<file path="src/rtl/wrp_pkg.sv">
`default_nettype none

package wrp_pkg;

   localparam int unsigned WRP_QUEUE_DEPTH = 4;

   localparam logic [31:0] TAG_RIFF     = 32'h4646_4952;
   localparam logic [31:0] TAG_WAVE     = 32'h4556_4157;
   localparam logic [31:0] TAG_FMT      = 32'h2074_6D66;
   localparam logic [31:0] TAG_DATA     = 32'h6174_6164;
   localparam logic [31:0] MIN_FILE_LEN = 32'd44;
   localparam logic [31:0] FMT_MIN_LEN  = 32'd16;
   localparam logic [15:0] FMT_PCM      = 16'd1;
   localparam logic [15:0] MAX_BITS     = 16'd32;

   typedef enum logic [1:0] {
      EV_START = 2'd0,
      EV_FMT   = 2'd1,
      EV_FINAL = 2'd2
   } wrp_kind_type;

   typedef enum logic [1:0] {
      VERD_NONE   = 2'd0,
      VERD_ACCEPT = 2'd1,
      VERD_REJECT = 2'd2
   } wrp_verdict_type;

   typedef struct packed {
      logic        parse_status;
      logic        fmt_found;
      logic        data_found;
      logic [15:0] channel_count;
      logic [31:0] sample_rate;
      logic [31:0] byte_rate;
      logic [15:0] block_align;
      logic [5:0]  sample_bits;
      logic [31:0] data_offset;
      logic [31:0] data_length;
   } wrp_result_type;

   typedef struct packed {
      wrp_kind_type    kind;
      wrp_verdict_type verdict;
      logic            pre_bad;
      wrp_result_type  result;
   } wrp_event_type;

endpackage

`default_nettype wire

</file>
<file path="src/rtl/wrp_if.sv">
`default_nettype none

interface wrp_req_if;
   logic       valid;
   logic       ready;
   logic [7:0] data_byte;
   logic       file_start;

   modport source (output valid, output data_byte, output file_start, input ready);
   modport sink (input valid, input data_byte, input file_start, output ready);
endinterface

interface wrp_rsp_if;
   logic        valid;
   logic        ready;
   logic        parse_status;
   logic        fmt_found;
   logic        data_found;
   logic [15:0] channel_count;
   logic [31:0] sample_rate;
   logic [31:0] byte_rate;
   logic [15:0] block_align;
   logic [5:0]  sample_bits;
   logic [31:0] data_offset;
   logic [31:0] data_length;

   modport source (
      output valid, output parse_status, output fmt_found, output data_found,
      output channel_count, output sample_rate, output byte_rate, output block_align,
      output sample_bits, output data_offset, output data_length, input ready
   );
   modport sink (
      input valid, input parse_status, input fmt_found, input data_found,
      input channel_count, input sample_rate, input byte_rate, input block_align,
      input sample_bits, input data_offset, input data_length, output ready
   );
endinterface

`default_nettype wire

</file>
<file path="src/rtl/wrp_front.sv">
`default_nettype none

module wrp_front (
   input  logic                   clock,
   input  logic                   reset,
   input  logic                   csr_wr_en,
   input  logic [31:0]            csr_wr_data,
   input  logic                   in_valid,
   output logic                   in_ready,
   input  logic [7:0]             data_byte,
   input  logic                   file_start,
   output logic                   ev_valid,
   input  logic                   ev_ready,
   output wrp_pkg::wrp_event_type ev_item
);
   import wrp_pkg::*;

   typedef enum logic [5:0] {
      PH_IDLE = 6'b000001,
      PH_RIFF = 6'b000010,
      PH_CHDR = 6'b000100,
      PH_FMT  = 6'b001000,
      PH_SKIP = 6'b010000,
      PH_DONE = 6'b100000
   } wrp_phase_type;

   localparam logic [31:0] RIFF_LEN_BYTE = 32'd7;
   localparam logic [31:0] RIFF_END_BYTE = 32'd11;
   localparam logic [4:0]  HDR_LAST      = 5'd7;
   localparam logic [4:0]  FMT_MID       = 5'd15;
   localparam logic [4:0]  FMT_LAST      = 5'd23;
   localparam logic [32:0] FIRST_CHUNK   = 33'd12;

   wrp_phase_type phase_ff, phase_in;
   logic [31:0] file_len_ff, file_len_in;
   logic [31:0] idx_ff, idx_in;
   logic [32:0] nco_ff, nco_in;
   logic [55:0] shift_ff, shift_in;
   logic [4:0]  cpos_ff, cpos_in;
   logic [31:0] cur_len_ff, cur_len_in;
   logic [31:0] riff_ff, riff_in;
   logic [15:0] chan_ff, chan_in;
   logic [31:0] rate_ff, rate_in;
   logic [31:0] brate_ff, brate_in;
   logic [15:0] align_ff, align_in;
   logic [5:0]  bits_ff, bits_in;
   logic [31:0] doff_ff, doff_in;
   logic [31:0] dlen_ff, dlen_in;
   logic        fmt_seen_ff, fmt_seen_in;
   logic        data_seen_ff, data_seen_in;
   logic        err_ff, err_in;

   logic        accept;
   logic        do_adv;
   logic [63:0] shift_new;
   logic [31:0] hdr_id;
   logic [31:0] hdr_len;
   logic [31:0] adv_len;
   logic [34:0] size_x;
   logic [34:0] np_raw;
   logic [34:0] np;
   logic        adv_end;
   logic        adv_rej;
   logic        hdr_over;
   logic        fmt_cut;
   logic [31:0] riff_adj;
   logic        riff_bad;
   logic [15:0] fmt_bits;
   logic        fmt_pre_bad;
   logic [32:0] data_pos;

   assign shift_new   = {data_byte, shift_ff};
   assign hdr_id      = shift_new[31:0];
   assign hdr_len     = shift_new[63:32];
   assign adv_len     = (phase_ff == PH_FMT) ? cur_len_ff : hdr_len;
   assign size_x      = {3'b000, file_len_ff};
   assign np_raw      = {2'b00, nco_ff} + {3'b000, adv_len} + 35'd8;
   assign np          = np_raw + {34'd0, np_raw[0]};
   assign adv_end     = np >= size_x;
   assign adv_rej     = (np + 35'd8) > size_x;
   assign hdr_over    = ({2'b00, nco_ff} + {3'b000, hdr_len} + 35'd4) > size_x;
   assign fmt_cut     = ({2'b00, nco_ff} + 35'd24) > size_x;
   assign riff_adj    = riff_ff + {31'd0, riff_ff[0]};
   assign riff_bad    = ({1'b0, riff_adj} + 33'd8) != {1'b0, file_len_ff};
   assign fmt_bits    = shift_new[63:48];
   assign fmt_pre_bad = err_ff || (chan_ff == 16'd0) || (fmt_bits[2:0] != 3'd0) ||
                        (fmt_bits > MAX_BITS);
   assign data_pos    = nco_ff + 33'd8;

   assign in_ready = ev_ready;
   assign accept   = in_valid && in_ready;

   always_comb begin
      phase_in     = phase_ff;
      file_len_in  = csr_wr_en ? csr_wr_data : file_len_ff;
      idx_in       = idx_ff;
      nco_in       = nco_ff;
      shift_in     = shift_ff;
      cpos_in      = cpos_ff;
      cur_len_in   = cur_len_ff;
      riff_in      = riff_ff;
      chan_in      = chan_ff;
      rate_in      = rate_ff;
      brate_in     = brate_ff;
      align_in     = align_ff;
      bits_in      = bits_ff;
      doff_in      = doff_ff;
      dlen_in      = dlen_ff;
      fmt_seen_in  = fmt_seen_ff;
      data_seen_in = data_seen_ff;
      err_in       = err_ff;
      do_adv       = 1'b0;
      ev_valid        = 1'b0;
      ev_item.kind    = EV_FINAL;
      ev_item.verdict = VERD_NONE;
      ev_item.pre_bad = 1'b0;

      if (accept) begin
         if (file_start) begin
            phase_in     = PH_RIFF;
            idx_in       = '0;
            nco_in       = FIRST_CHUNK;
            cpos_in      = '0;
            cur_len_in   = '0;
            riff_in      = '0;
            chan_in      = '0;
            rate_in      = '0;
            brate_in     = '0;
            align_in     = '0;
            bits_in      = '0;
            doff_in      = '0;
            dlen_in      = '0;
            fmt_seen_in  = 1'b0;
            data_seen_in = 1'b0;
            err_in       = 1'b0;
            ev_valid     = 1'b1;
            ev_item.kind = EV_START;
            if (file_len_ff < MIN_FILE_LEN) begin
               ev_item.verdict = VERD_REJECT;
               phase_in        = PH_DONE;
            end
         end

         if (phase_in == PH_SKIP && {1'b0, idx_in} == nco_in) begin
            phase_in = PH_CHDR;
            cpos_in  = '0;
         end

         if (phase_in != PH_IDLE && phase_in != PH_DONE) begin
            shift_in = shift_new[63:8];
            case (phase_in)
               PH_RIFF: begin
                  if (idx_in == RIFF_LEN_BYTE) begin
                     if (shift_new[31:0] != TAG_RIFF) begin
                        err_in = 1'b1;
                     end
                     riff_in = shift_new[63:32];
                  end else if (idx_in == RIFF_END_BYTE) begin
                     if (err_ff || shift_new[63:32] != TAG_WAVE || riff_bad) begin
                        ev_valid        = 1'b1;
                        ev_item.verdict = VERD_REJECT;
                        phase_in        = PH_DONE;
                     end else begin
                        nco_in   = FIRST_CHUNK;
                        phase_in = PH_CHDR;
                        cpos_in  = '0;
                     end
                  end
               end
               PH_CHDR: begin
                  if (cpos_in == HDR_LAST) begin
                     if (hdr_over) begin
                        ev_valid        = 1'b1;
                        ev_item.verdict = VERD_REJECT;
                        phase_in        = PH_DONE;
                     end else if (hdr_id == TAG_FMT) begin
                        if (fmt_seen_ff || hdr_len < FMT_MIN_LEN || fmt_cut) begin
                           ev_valid        = 1'b1;
                           ev_item.verdict = VERD_REJECT;
                           phase_in        = PH_DONE;
                        end else begin
                           cur_len_in = hdr_len;
                           phase_in   = PH_FMT;
                        end
                     end else if (hdr_id == TAG_DATA && data_seen_ff) begin
                        ev_valid        = 1'b1;
                        ev_item.verdict = VERD_REJECT;
                        phase_in        = PH_DONE;
                     end else begin
                        if (hdr_id == TAG_DATA) begin
                           data_seen_in = 1'b1;
                           doff_in      = data_pos[31:0];
                           dlen_in      = hdr_len;
                        end
                        do_adv = 1'b1;
                     end
                  end
                  cpos_in = cpos_in + 5'd1;
               end
               PH_FMT: begin
                  if (cpos_in == FMT_MID) begin
                     if (shift_new[15:0] != FMT_PCM) begin
                        err_in = 1'b1;
                     end
                     chan_in = shift_new[31:16];
                     rate_in = shift_new[63:32];
                  end else if (cpos_in == FMT_LAST) begin
                     brate_in        = shift_new[31:0];
                     align_in        = shift_new[47:32];
                     bits_in         = fmt_bits[5:0];
                     fmt_seen_in     = 1'b1;
                     ev_valid        = 1'b1;
                     ev_item.kind    = EV_FMT;
                     ev_item.pre_bad = fmt_pre_bad;
                     do_adv          = 1'b1;
                  end
                  cpos_in = cpos_in + 5'd1;
               end
               default: begin
               end
            endcase

            if (do_adv) begin
               if (adv_end) begin
                  ev_valid        = 1'b1;
                  ev_item.verdict = VERD_ACCEPT;
                  phase_in        = PH_DONE;
               end else if (adv_rej) begin
                  ev_valid        = 1'b1;
                  ev_item.verdict = VERD_REJECT;
                  phase_in        = PH_DONE;
               end else begin
                  nco_in   = np[32:0];
                  phase_in = PH_SKIP;
               end
            end
            idx_in = idx_in + 32'd1;
         end
      end

      ev_item.result.parse_status  = 1'b0;
      ev_item.result.fmt_found     = fmt_seen_in;
      ev_item.result.data_found    = data_seen_in;
      ev_item.result.channel_count = chan_in;
      ev_item.result.sample_rate   = rate_in;
      ev_item.result.byte_rate     = brate_in;
      ev_item.result.block_align   = align_in;
      ev_item.result.sample_bits   = bits_in;
      ev_item.result.data_offset   = doff_in;
      ev_item.result.data_length   = dlen_in;
   end

   always_ff @(posedge clock) begin
      if (reset) begin
         phase_ff    <= PH_IDLE;
         file_len_ff <= '0;
      end else begin
         phase_ff    <= phase_in;
         file_len_ff <= file_len_in;
      end
   end

   always_ff @(posedge clock) begin
      idx_ff       <= idx_in;
      nco_ff       <= nco_in;
      shift_ff     <= shift_in;
      cpos_ff      <= cpos_in;
      cur_len_ff   <= cur_len_in;
      riff_ff      <= riff_in;
      chan_ff      <= chan_in;
      rate_ff      <= rate_in;
      brate_ff     <= brate_in;
      align_ff     <= align_in;
      bits_ff      <= bits_in;
      doff_ff      <= doff_in;
      dlen_ff      <= dlen_in;
      fmt_seen_ff  <= fmt_seen_in;
      data_seen_ff <= data_seen_in;
      err_ff       <= err_in;
   end

endmodule

`default_nettype wire

</file>
<file path="src/rtl/wrp_queue.sv">
`default_nettype none

module wrp_queue #(
   parameter int unsigned DEPTH = wrp_pkg::WRP_QUEUE_DEPTH
) (
   input  logic                   clock,
   input  logic                   reset,
   input  logic                   in_valid,
   output logic                   in_ready,
   input  wrp_pkg::wrp_event_type in_item,
   output logic                   out_valid,
   input  logic                   out_ready,
   output wrp_pkg::wrp_event_type out_item
);
   import wrp_pkg::*;

   localparam int unsigned PTR_W = (DEPTH > 1) ? $clog2(DEPTH) : 1;
   localparam int unsigned CNT_W = $clog2(DEPTH + 1);
   localparam logic [PTR_W-1:0] LAST_PTR = PTR_W'(DEPTH - 1);
   localparam logic [CNT_W-1:0] FULL_CNT = CNT_W'(DEPTH);

   wrp_event_type    slot_ff [DEPTH];
   logic [PTR_W-1:0] wr_ptr_ff, wr_ptr_in;
   logic [PTR_W-1:0] rd_ptr_ff, rd_ptr_in;
   logic [CNT_W-1:0] count_ff, count_in;
   logic             push;
   logic             pop;

   assign in_ready  = count_ff != FULL_CNT;
   assign out_valid = count_ff != '0;
   assign push      = in_valid && in_ready;
   assign pop       = out_valid && out_ready;
   assign out_item  = slot_ff[rd_ptr_ff];

   always_comb begin
      wr_ptr_in = wr_ptr_ff;
      rd_ptr_in = rd_ptr_ff;
      if (push) begin
         wr_ptr_in = (wr_ptr_ff == LAST_PTR) ? '0 : wr_ptr_ff + 1'b1;
      end
      if (pop) begin
         rd_ptr_in = (rd_ptr_ff == LAST_PTR) ? '0 : rd_ptr_ff + 1'b1;
      end
      case ({push, pop})
         2'b10:   count_in = count_ff + 1'b1;
         2'b01:   count_in = count_ff - 1'b1;
         default: count_in = count_ff;
      endcase
   end

   always_ff @(posedge clock) begin
      if (reset) begin
         wr_ptr_ff <= '0;
         rd_ptr_ff <= '0;
         count_ff  <= '0;
      end else begin
         wr_ptr_ff <= wr_ptr_in;
         rd_ptr_ff <= rd_ptr_in;
         count_ff  <= count_in;
      end
   end

   always_ff @(posedge clock) begin
      if (push) begin
         slot_ff[wr_ptr_ff] <= in_item;
      end
   end

endmodule

`default_nettype wire

</file>
<file path="src/rtl/wrp_back.sv">
`default_nettype none

module wrp_back (
   input  logic                    clock,
   input  logic                    reset,
   input  logic                    ev_valid,
   output logic                    ev_ready,
   input  wrp_pkg::wrp_event_type  ev_item,
   output logic                    rsp_valid,
   input  logic                    rsp_ready,
   output wrp_pkg::wrp_result_type rsp_item
);
   import wrp_pkg::*;

   typedef enum logic [3:0] {
      BK_IDLE  = 4'b0001,
      BK_MUL1  = 4'b0010,
      BK_MUL2  = 4'b0100,
      BK_CHECK = 4'b1000
   } wrp_back_state_type;

   wrp_back_state_type state_ff, state_in;
   logic           drop_ff, drop_in;
   wrp_event_type  hold_ff, hold_in;
   logic [31:0]    rate_ch_ff, rate_ch_in;
   logic [21:0]    align_prod_ff, align_prod_in;
   logic [31:0]    byte_prod_ff, byte_prod_in;
   logic           out_valid_ff, out_valid_in;
   wrp_result_type out_ff, out_in;

   logic           slot_free;
   logic           pop;
   logic           fmt_bad;
   logic           emit;
   logic           emit_reject;

   assign slot_free = !out_valid_ff || rsp_ready;
   assign ev_ready  = (state_ff == BK_IDLE) && slot_free;
   assign pop       = ev_valid && ev_ready;

   assign rate_ch_in    = hold_ff.result.sample_rate * 32'(hold_ff.result.channel_count);
   assign align_prod_in = 22'(hold_ff.result.channel_count) * 22'(hold_ff.result.sample_bits);
   assign byte_prod_in  = rate_ch_ff * 32'(hold_ff.result.sample_bits);

   assign fmt_bad = hold_ff.pre_bad ||
                    (hold_ff.result.byte_rate != {3'b000, byte_prod_ff[31:3]}) ||
                    ({3'b000, hold_ff.result.block_align} != align_prod_ff[21:3]);

   assign rsp_valid = out_valid_ff;
   assign rsp_item  = out_ff;

   always_comb begin
      state_in    = state_ff;
      drop_in     = drop_ff;
      hold_in     = hold_ff;
      emit        = 1'b0;
      emit_reject = 1'b0;

      case (state_ff)
         BK_IDLE: begin
            if (pop) begin
               case (ev_item.kind)
                  EV_START: begin
                     drop_in     = 1'b0;
                     emit        = ev_item.verdict == VERD_REJECT;
                     emit_reject = 1'b1;
                  end
                  EV_FMT: begin
                     if (!drop_ff) begin
                        hold_in  = ev_item;
                        state_in = BK_MUL1;
                     end
                  end
                  EV_FINAL: begin
                     emit        = !drop_ff && ev_item.verdict != VERD_NONE;
                     emit_reject = ev_item.verdict == VERD_REJECT;
                  end
                  default: begin
                  end
               endcase
            end
         end
         BK_MUL1: begin
            state_in = BK_MUL2;
         end
         BK_MUL2: begin
            state_in = BK_CHECK;
         end
         BK_CHECK: begin
            if (slot_free) begin
               state_in = BK_IDLE;
               if (fmt_bad) begin
                  emit        = 1'b1;
                  emit_reject = 1'b1;
                  drop_in     = 1'b1;
               end else begin
                  emit        = hold_ff.verdict != VERD_NONE;
                  emit_reject = hold_ff.verdict == VERD_REJECT;
               end
            end
         end
         default: begin
            state_in = BK_IDLE;
         end
      endcase

      out_valid_in = out_valid_ff && !rsp_ready;
      out_in       = out_ff;
      if (emit) begin
         out_valid_in = 1'b1;
         if (emit_reject) begin
            out_in              = '0;
            out_in.parse_status = 1'b1;
         end else begin
            out_in              = (state_ff == BK_IDLE) ? ev_item.result : hold_ff.result;
            out_in.parse_status = 1'b0;
         end
      end
   end

   always_ff @(posedge clock) begin
      if (reset) begin
         state_ff     <= BK_IDLE;
         drop_ff      <= 1'b0;
         out_valid_ff <= 1'b0;
      end else begin
         state_ff     <= state_in;
         drop_ff      <= drop_in;
         out_valid_ff <= out_valid_in;
      end
   end

   always_ff @(posedge clock) begin
      hold_ff       <= hold_in;
      rate_ch_ff    <= rate_ch_in;
      align_prod_ff <= align_prod_in;
      byte_prod_ff  <= byte_prod_in;
      out_ff        <= out_in;
   end

`ifndef ASSERT_OFF
   a_mul_order: assert property (@(posedge clock) disable iff (reset)
      state_ff == BK_MUL2 |-> $past(state_ff) == BK_MUL1)
      else $error("second multiply step entered out of order");

   a_fmt_start: assert property (@(posedge clock) disable iff (reset)
      pop && ev_item.kind == EV_FMT && !drop_ff |=> state_ff == BK_MUL1)
      else $error("fmt check did not start after pop");

   a_reject_clean: assert property (@(posedge clock) disable iff (reset)
      out_valid_ff && out_ff.parse_status |->
         !out_ff.fmt_found && !out_ff.data_found &&
         out_ff.channel_count == 16'd0 && out_ff.data_length == 32'd0)
      else $error("rejected result carries field data");

   a_fmt_sane: assert property (@(posedge clock) disable iff (reset)
      out_valid_ff && !out_ff.parse_status && out_ff.fmt_found |->
         out_ff.channel_count != 16'd0 && out_ff.sample_bits[2:0] == 3'd0 &&
         out_ff.sample_bits <= 6'd32)
      else $error("accepted fmt fields break the fmt rules");
`endif

endmodule

`default_nettype wire

</file>
<file path="src/rtl/wav_riff_header_parser.sv">
// Channel  Dir  Handshake     Payload
// req_if   in   valid/ready   data_byte[7:0], file_start
// rsp_if   out  valid/ready   parse_status, fmt_found, data_found, fmt fields, data offset/length
// csr      in   csr_wr_en     csr_wr_data[31:0] -> file_length
//
// One byte per cycle is taken while the event queue (QUEUE_DEPTH entries) has room.
// A verdict passes the event queue and the back end's output register to reach rsp_if; the
// byte that closes the fmt chunk also passes the back end's two multiply steps and compare.
// Reset clears the parse phase, the queue, the back end and file_length.
// A stalled result holds the back end; the front keeps taking bytes until the queue fills.
`default_nettype none

module wav_riff_header_parser #(
   parameter int unsigned QUEUE_DEPTH = wrp_pkg::WRP_QUEUE_DEPTH
) (
   input  logic        clock,
   input  logic        reset,
   input  logic        csr_wr_en,
   input  logic [31:0] csr_wr_data,
   wrp_req_if.sink     req_if,
   wrp_rsp_if.source   rsp_if
);
   import wrp_pkg::*;

   logic           fe_valid;
   logic           fe_ready;
   wrp_event_type  fe_item;
   logic           be_valid;
   logic           be_ready;
   wrp_event_type  be_item;
   wrp_result_type rsp_item;

   wrp_front u_front (
      .clock       (clock),
      .reset       (reset),
      .csr_wr_en   (csr_wr_en),
      .csr_wr_data (csr_wr_data),
      .in_valid    (req_if.valid),
      .in_ready    (req_if.ready),
      .data_byte   (req_if.data_byte),
      .file_start  (req_if.file_start),
      .ev_valid    (fe_valid),
      .ev_ready    (fe_ready),
      .ev_item     (fe_item)
   );

   wrp_queue #(
      .DEPTH (QUEUE_DEPTH)
   ) u_queue (
      .clock     (clock),
      .reset     (reset),
      .in_valid  (fe_valid),
      .in_ready  (fe_ready),
      .in_item   (fe_item),
      .out_valid (be_valid),
      .out_ready (be_ready),
      .out_item  (be_item)
   );

   wrp_back u_back (
      .clock     (clock),
      .reset     (reset),
      .ev_valid  (be_valid),
      .ev_ready  (be_ready),
      .ev_item   (be_item),
      .rsp_valid (rsp_if.valid),
      .rsp_ready (rsp_if.ready),
      .rsp_item  (rsp_item)
   );

   assign rsp_if.parse_status  = rsp_item.parse_status;
   assign rsp_if.fmt_found     = rsp_item.fmt_found;
   assign rsp_if.data_found    = rsp_item.data_found;
   assign rsp_if.channel_count = rsp_item.channel_count;
   assign rsp_if.sample_rate   = rsp_item.sample_rate;
   assign rsp_if.byte_rate     = rsp_item.byte_rate;
   assign rsp_if.block_align   = rsp_item.block_align;
   assign rsp_if.sample_bits   = rsp_item.sample_bits;
   assign rsp_if.data_offset   = rsp_item.data_offset;
   assign rsp_if.data_length   = rsp_item.data_length;

endmodule

`default_nettype wire

</file>
<file path="src/flat_wrapper.sv">
// flat-port wrapper written by rule: the top's interface ports become plain ports
module wav_riff_header_parser_flat import wrp_pkg::*;
#(
   parameter int unsigned QUEUE_DEPTH = wrp_pkg::WRP_QUEUE_DEPTH
)
  (clock, reset, csr_wr_en, csr_wr_data, req_if_valid, req_if_data_byte, req_if_file_start, req_if_ready, rsp_if_valid, rsp_if_parse_status, rsp_if_fmt_found, rsp_if_data_found, rsp_if_channel_count, rsp_if_sample_rate, rsp_if_byte_rate, rsp_if_block_align, rsp_if_sample_bits, rsp_if_data_offset, rsp_if_data_length, rsp_if_ready);
  wrp_req_if req_if_i ();
  wrp_rsp_if rsp_if_i ();
  input  logic clock;
  input  logic reset;
  input  logic csr_wr_en;
  input  logic [31:0] csr_wr_data;
  input wire logic [$bits(req_if_i.valid)-1:0] req_if_valid;
  input wire logic [$bits(req_if_i.data_byte)-1:0] req_if_data_byte;
  input wire logic [$bits(req_if_i.file_start)-1:0] req_if_file_start;
  output wire logic [$bits(req_if_i.ready)-1:0] req_if_ready;
  output wire logic [$bits(rsp_if_i.valid)-1:0] rsp_if_valid;
  output wire logic [$bits(rsp_if_i.parse_status)-1:0] rsp_if_parse_status;
  output wire logic [$bits(rsp_if_i.fmt_found)-1:0] rsp_if_fmt_found;
  output wire logic [$bits(rsp_if_i.data_found)-1:0] rsp_if_data_found;
  output wire logic [$bits(rsp_if_i.channel_count)-1:0] rsp_if_channel_count;
  output wire logic [$bits(rsp_if_i.sample_rate)-1:0] rsp_if_sample_rate;
  output wire logic [$bits(rsp_if_i.byte_rate)-1:0] rsp_if_byte_rate;
  output wire logic [$bits(rsp_if_i.block_align)-1:0] rsp_if_block_align;
  output wire logic [$bits(rsp_if_i.sample_bits)-1:0] rsp_if_sample_bits;
  output wire logic [$bits(rsp_if_i.data_offset)-1:0] rsp_if_data_offset;
  output wire logic [$bits(rsp_if_i.data_length)-1:0] rsp_if_data_length;
  input wire logic [$bits(rsp_if_i.ready)-1:0] rsp_if_ready;
  assign req_if_i.valid = req_if_valid;
  assign req_if_i.data_byte = req_if_data_byte;
  assign req_if_i.file_start = req_if_file_start;
  assign req_if_ready = req_if_i.ready;
  assign rsp_if_valid = rsp_if_i.valid;
  assign rsp_if_parse_status = rsp_if_i.parse_status;
  assign rsp_if_fmt_found = rsp_if_i.fmt_found;
  assign rsp_if_data_found = rsp_if_i.data_found;
  assign rsp_if_channel_count = rsp_if_i.channel_count;
  assign rsp_if_sample_rate = rsp_if_i.sample_rate;
  assign rsp_if_byte_rate = rsp_if_i.byte_rate;
  assign rsp_if_block_align = rsp_if_i.block_align;
  assign rsp_if_sample_bits = rsp_if_i.sample_bits;
  assign rsp_if_data_offset = rsp_if_i.data_offset;
  assign rsp_if_data_length = rsp_if_i.data_length;
  assign rsp_if_i.ready = rsp_if_ready;
  wav_riff_header_parser #(.QUEUE_DEPTH(QUEUE_DEPTH)) u_core (.clock(clock), .reset(reset), .csr_wr_en(csr_wr_en), .csr_wr_data(csr_wr_data), .req_if(req_if_i), .rsp_if(rsp_if_i));
endmodule
</file>
<file path="config.mk">
export PLATFORM = sky130hd
export DESIGN_NAME = wav_riff_header_parser_flat
export DESIGN_NICKNAME = d
export VERILOG_FILES = /design/src/rtl/wrp_pkg.sv /design/src/rtl/wrp_if.sv /design/src/rtl/wrp_front.sv /design/src/rtl/wrp_queue.sv /design/src/rtl/wrp_back.sv /design/src/rtl/wav_riff_header_parser.sv /design/src/flat_wrapper.sv
export SDC_FILE = /design/constraint.sdc
export NUM_CORES = 2
export LEC_CHECK = 0
export ABC_AREA = 1
export BUFFER_PORTS_ARGS = -buffer_cell sky130_fd_sc_hd__buf_2
export CAP_MARGIN = 20
export CELL_PAD_IN_SITES_DETAIL_PLACEMENT = 0
export CELL_PAD_IN_SITES_GLOBAL_PLACEMENT = 1
export CORE_MARGIN = 10
export CORE_UTILIZATION = 44
export CTS_CLUSTER_DIAMETER = 60
export DETAILED_ROUTE_END_ITERATION = 12
export PLACE_DENSITY = 0.7
export REMOVE_ABC_BUFFERS = 1
export SLEW_MARGIN = 20
export SYNTH_ARGS = -nofsm -noshare
export SYNTH_HDL_FRONTEND = slang
export SYNTH_HIERARCHICAL = 1
export SYNTH_SLANG_ARGS = --single-unit
</file>
<file path="constraint.sdc">
create_clock -name clock -period 43.7 [get_ports clock]
set_input_delay 8.74 -clock clock [delete_from_list [all_inputs] [get_ports clock]]
set_output_delay 8.74 -clock clock [all_outputs]
set_load 0.005 [all_outputs]
</file>
==> run_results.csv <==
group,metric,value,unit
route,detail_route.wl_per_cell,23.8,um
sta,final_tns_setup,0,ns
min_path,worst_hold_path.num_cells,2,
clock_tree,cts-resized-gates,0,
grt,grt_pass1_wl,479,mm
critical_path,timing.critical_path.mode_cell,"sky130_fd_sc_hd__nand2_1",
synth,post_synth.cell_area_avg,9.08,um^2
sta,timing.final.hold_violations,0,
route,drt_first_pass_iters,6,
grt,met3_usage,3.46,%
critical_path,critPathSlowestCell,"sky130_fd_sc_hd__buf_4",
clock_tree,cts.clk_slew.worst_paths,0.06,ns
clock_tree,clock_tree.root_cell,"sky130_fd_sc_hd__clkbuf_16",
critical_path,cpPeakStageDelay,0.89,ns
critical_path,startpoint_type,"input pin",
clock_tree,num_clock_sinks,1524,
grt,remaining_global_route_overflow,0,
critical_path,required,44.10,ns
clock_tree,cts-hold-fix-buffers,0,
grt,grt_antenna_before_repair,12,
grt,grtUsageTotal,26.7,%
clock_tree,cts_tree,"done",
placement,place.detailed.hpwl,232,mm
synth,yosysWarningCount,6,
final_layout,num-nets-final,11500,
critical_path,rr_worst_depth,41,
final_layout,drive_gt1_share,8.54,%
outcome,status,"finished clean",
critical_path,critical_path_peak_fanout,64,
sta,fmax,60.2,MHz
sta,max_slew.worst_pin.slew,1.24,ns
final_layout,flow.area_growth_from_synthesis,10.8,%
grt,met1_usage,34.7,%
grt,first_global_vias,73200,
route,drt-initial-drc-count,6132,
route,postRouteAntennaNets,0,
route,route.detailed.drc,0,
critical_path,critical_path_capture_point_type,"flip-flop",
clock_tree,post-cts-setup-buffer-count,0,
floorplan,core-area,215000,um^2
sta,share_of_the_clock_period_used_by_the_worst_path,38.0,%
clock_tree,clock_insertion_delay_worst_skew,0.84,ns
floorplan,die_x,485,um
clock_tree,cts_max_path_buffers,3,
floorplan,die-height,485,um
route,avgViaCountPerCell,5.47,
route,route.vias.total,74200,
placement,global_placer_s_final_weighted_congestion,0.957,
route,drt-total-wl,323,mm
floorplan,die_area,235000,um^2
clock_tree,cts_buffers,177,
synth,netlist_area,95100,um^2
min_path,hold_class,"flip-flop to flip-flop",
sta,worst_slew_margin_rel,17.2,%
sta,finalMaxSlewViolations,0,
flow_run,max_cap_viol_count,0,
synth,netlist_instances,10500,
sta,skew,0.0651,ns
clock_tree,htree_levels,4,
grt,busiest_layer,"met2",
sta,grt_setup_unrepaired,"false",
floorplan,io_pins,217,
sta,finalWorstPathRequiredPeriod,16.61,ns
floorplan,placement_rows,170,
critical_path,worst_ep_arrival_time,17.02,ns
placement,port-buffer-count,216,
sta,timing.final.setup_violations,0,
grt,met2_usage,45.9,%
grt,pin_count_of_the_biggest_net_entering_global_routing,172,
floorplan,initial_core_util,44.3,%
critical_path,crit_type,"input pin to flip-flop",
## stage by stage
stage                     hold WS [ns]  instance area (um^2)  utilization (%)  cells  setup slack [ns]
final                            0.486                105000             49.1  13600             27.09
after global routing             0.507                105000             49.1  13600             26.56
after CTS                        0.477                105000             49.0  13600             27.15
after detailed placement         0.466                 98900             46.1  13200             26.33
after global placement           0.459                 98900             46.0  13200             26.25
after floorplan                  0.439                 93000                -  10000             17.09
## path summary, 6_finish.rpt
| check | end | slack [ns] | start |
|---|---|---|---|
| hold / removal | u_core/u_front/phase_ff[2] | 0.49 | u_core/u_front/phase_ff[2] |
| hold reg to reg | u_core/u_front/phase_ff[2] | 0.49 | u_core/u_front/phase_ff[2] |
| setup / recovery | u_core/u_queue/slot_ff[2][47] | 27.09 | req_if_data_byte[0] |
| setup reg to reg | u_core/u_queue/slot_ff[2][47] | 33.22 | u_core/u_front/phase_ff[2] |
## registers in the layout, indices dropped and copies added (netlist names), 19 cells and up, named ones only
signal	flops
u_core/u_front/riff_ff	32
u_core/u_back/byte_prod_ff	29
u_core/u_front/rate_ff	32
u_core/u_back/hold_ff	171
u_core/u_front/idx_ff	32
u_core/u_back/rsp_item	169
u_core/u_front/doff_ff	32
u_core/u_front/shift_ff	56
u_core/u_front/dlen_ff	32
u_core/u_queue/slot_ff	692
u_core/u_back/align_prod_ff	19
u_core/u_back/rate_ch_ff	32
u_core/u_front/file_len_ff	32
u_core/u_front/cur_len_ff	32
u_core/u_front/brate_ff	32
u_core/u_front/nco_ff	33
## cell usage in the layout, fill, tap and decap left out, types with 19 or more instances in the layout
cell type,count
sky130_fd_sc_hd__nand2_2,34
sky130_fd_sc_hd__xnor2_1,69
sky130_fd_sc_hd__o21ai_1,108
sky130_fd_sc_hd__inv_1,1468
sky130_fd_sc_hd__nand2_1,2115
sky130_fd_sc_hd__edfxtp_1,1223
sky130_fd_sc_hd__dfxtp_1,299
sky130_fd_sc_hd__a31oi_1,19
sky130_fd_sc_hd__mux2i_1,158
sky130_fd_sc_hd__xor2_1,205
sky130_fd_sc_hd__o21ai_0,762
sky130_fd_sc_hd__o22ai_1,194
sky130_fd_sc_hd__nor2_4,30
sky130_fd_sc_hd__bufinv_16,29
sky130_fd_sc_hd__nand4_1,123
sky130_fd_sc_hd__clkinv_1,20
sky130_fd_sc_hd__clkbuf_1,21
sky130_fd_sc_hd__buf_4,145
sky130_fd_sc_hd__nor4_1,45
sky130_fd_sc_hd__clkinv_2,25
sky130_fd_sc_hd__nor2_1,1038
sky130_fd_sc_hd__nand3_1,378
sky130_fd_sc_hd__nor2_2,112
sky130_fd_sc_hd__ha_1,392
sky130_fd_sc_hd__clkbuf_16,178
sky130_fd_sc_hd__o31ai_1,40
sky130_fd_sc_hd__nor3_1,102
sky130_fd_sc_hd__a21oi_1,410
sky130_fd_sc_hd__buf_2,215
sky130_fd_sc_hd__fa_1,473
## critical path: cells and delay by family
kind	cells	cell delay (ns)
compound gates	6	1.75
simple gates	22	2.91
fa+ha+maj	3	0.94
xor+xnor	1	0.16
buf+inv	6	2.23
## final cells by class
class	instances	area (um^2)
diodes	4	10.0
clock inverters	130	1780
flip-flops and latches	1524	42800
clock buffers	205	4620
fillers	20200	109000
inverters	1491	5620
well taps	2838	3550
repair buffers	367	2310
multi-input cells	7015	44700
## routing by layer
layer | vias to the layer above | wire length [um]
met5 | - | 37
met4 | 6 | 12300
met3 | 497 | 16900
met2 | 2148 | 158000
met1 | 36800 | 136000
li1 | 34800 | -
Power is not shown: default switching activity piles up to over one toggle a cycle in this logic, so the estimate is an artifact.
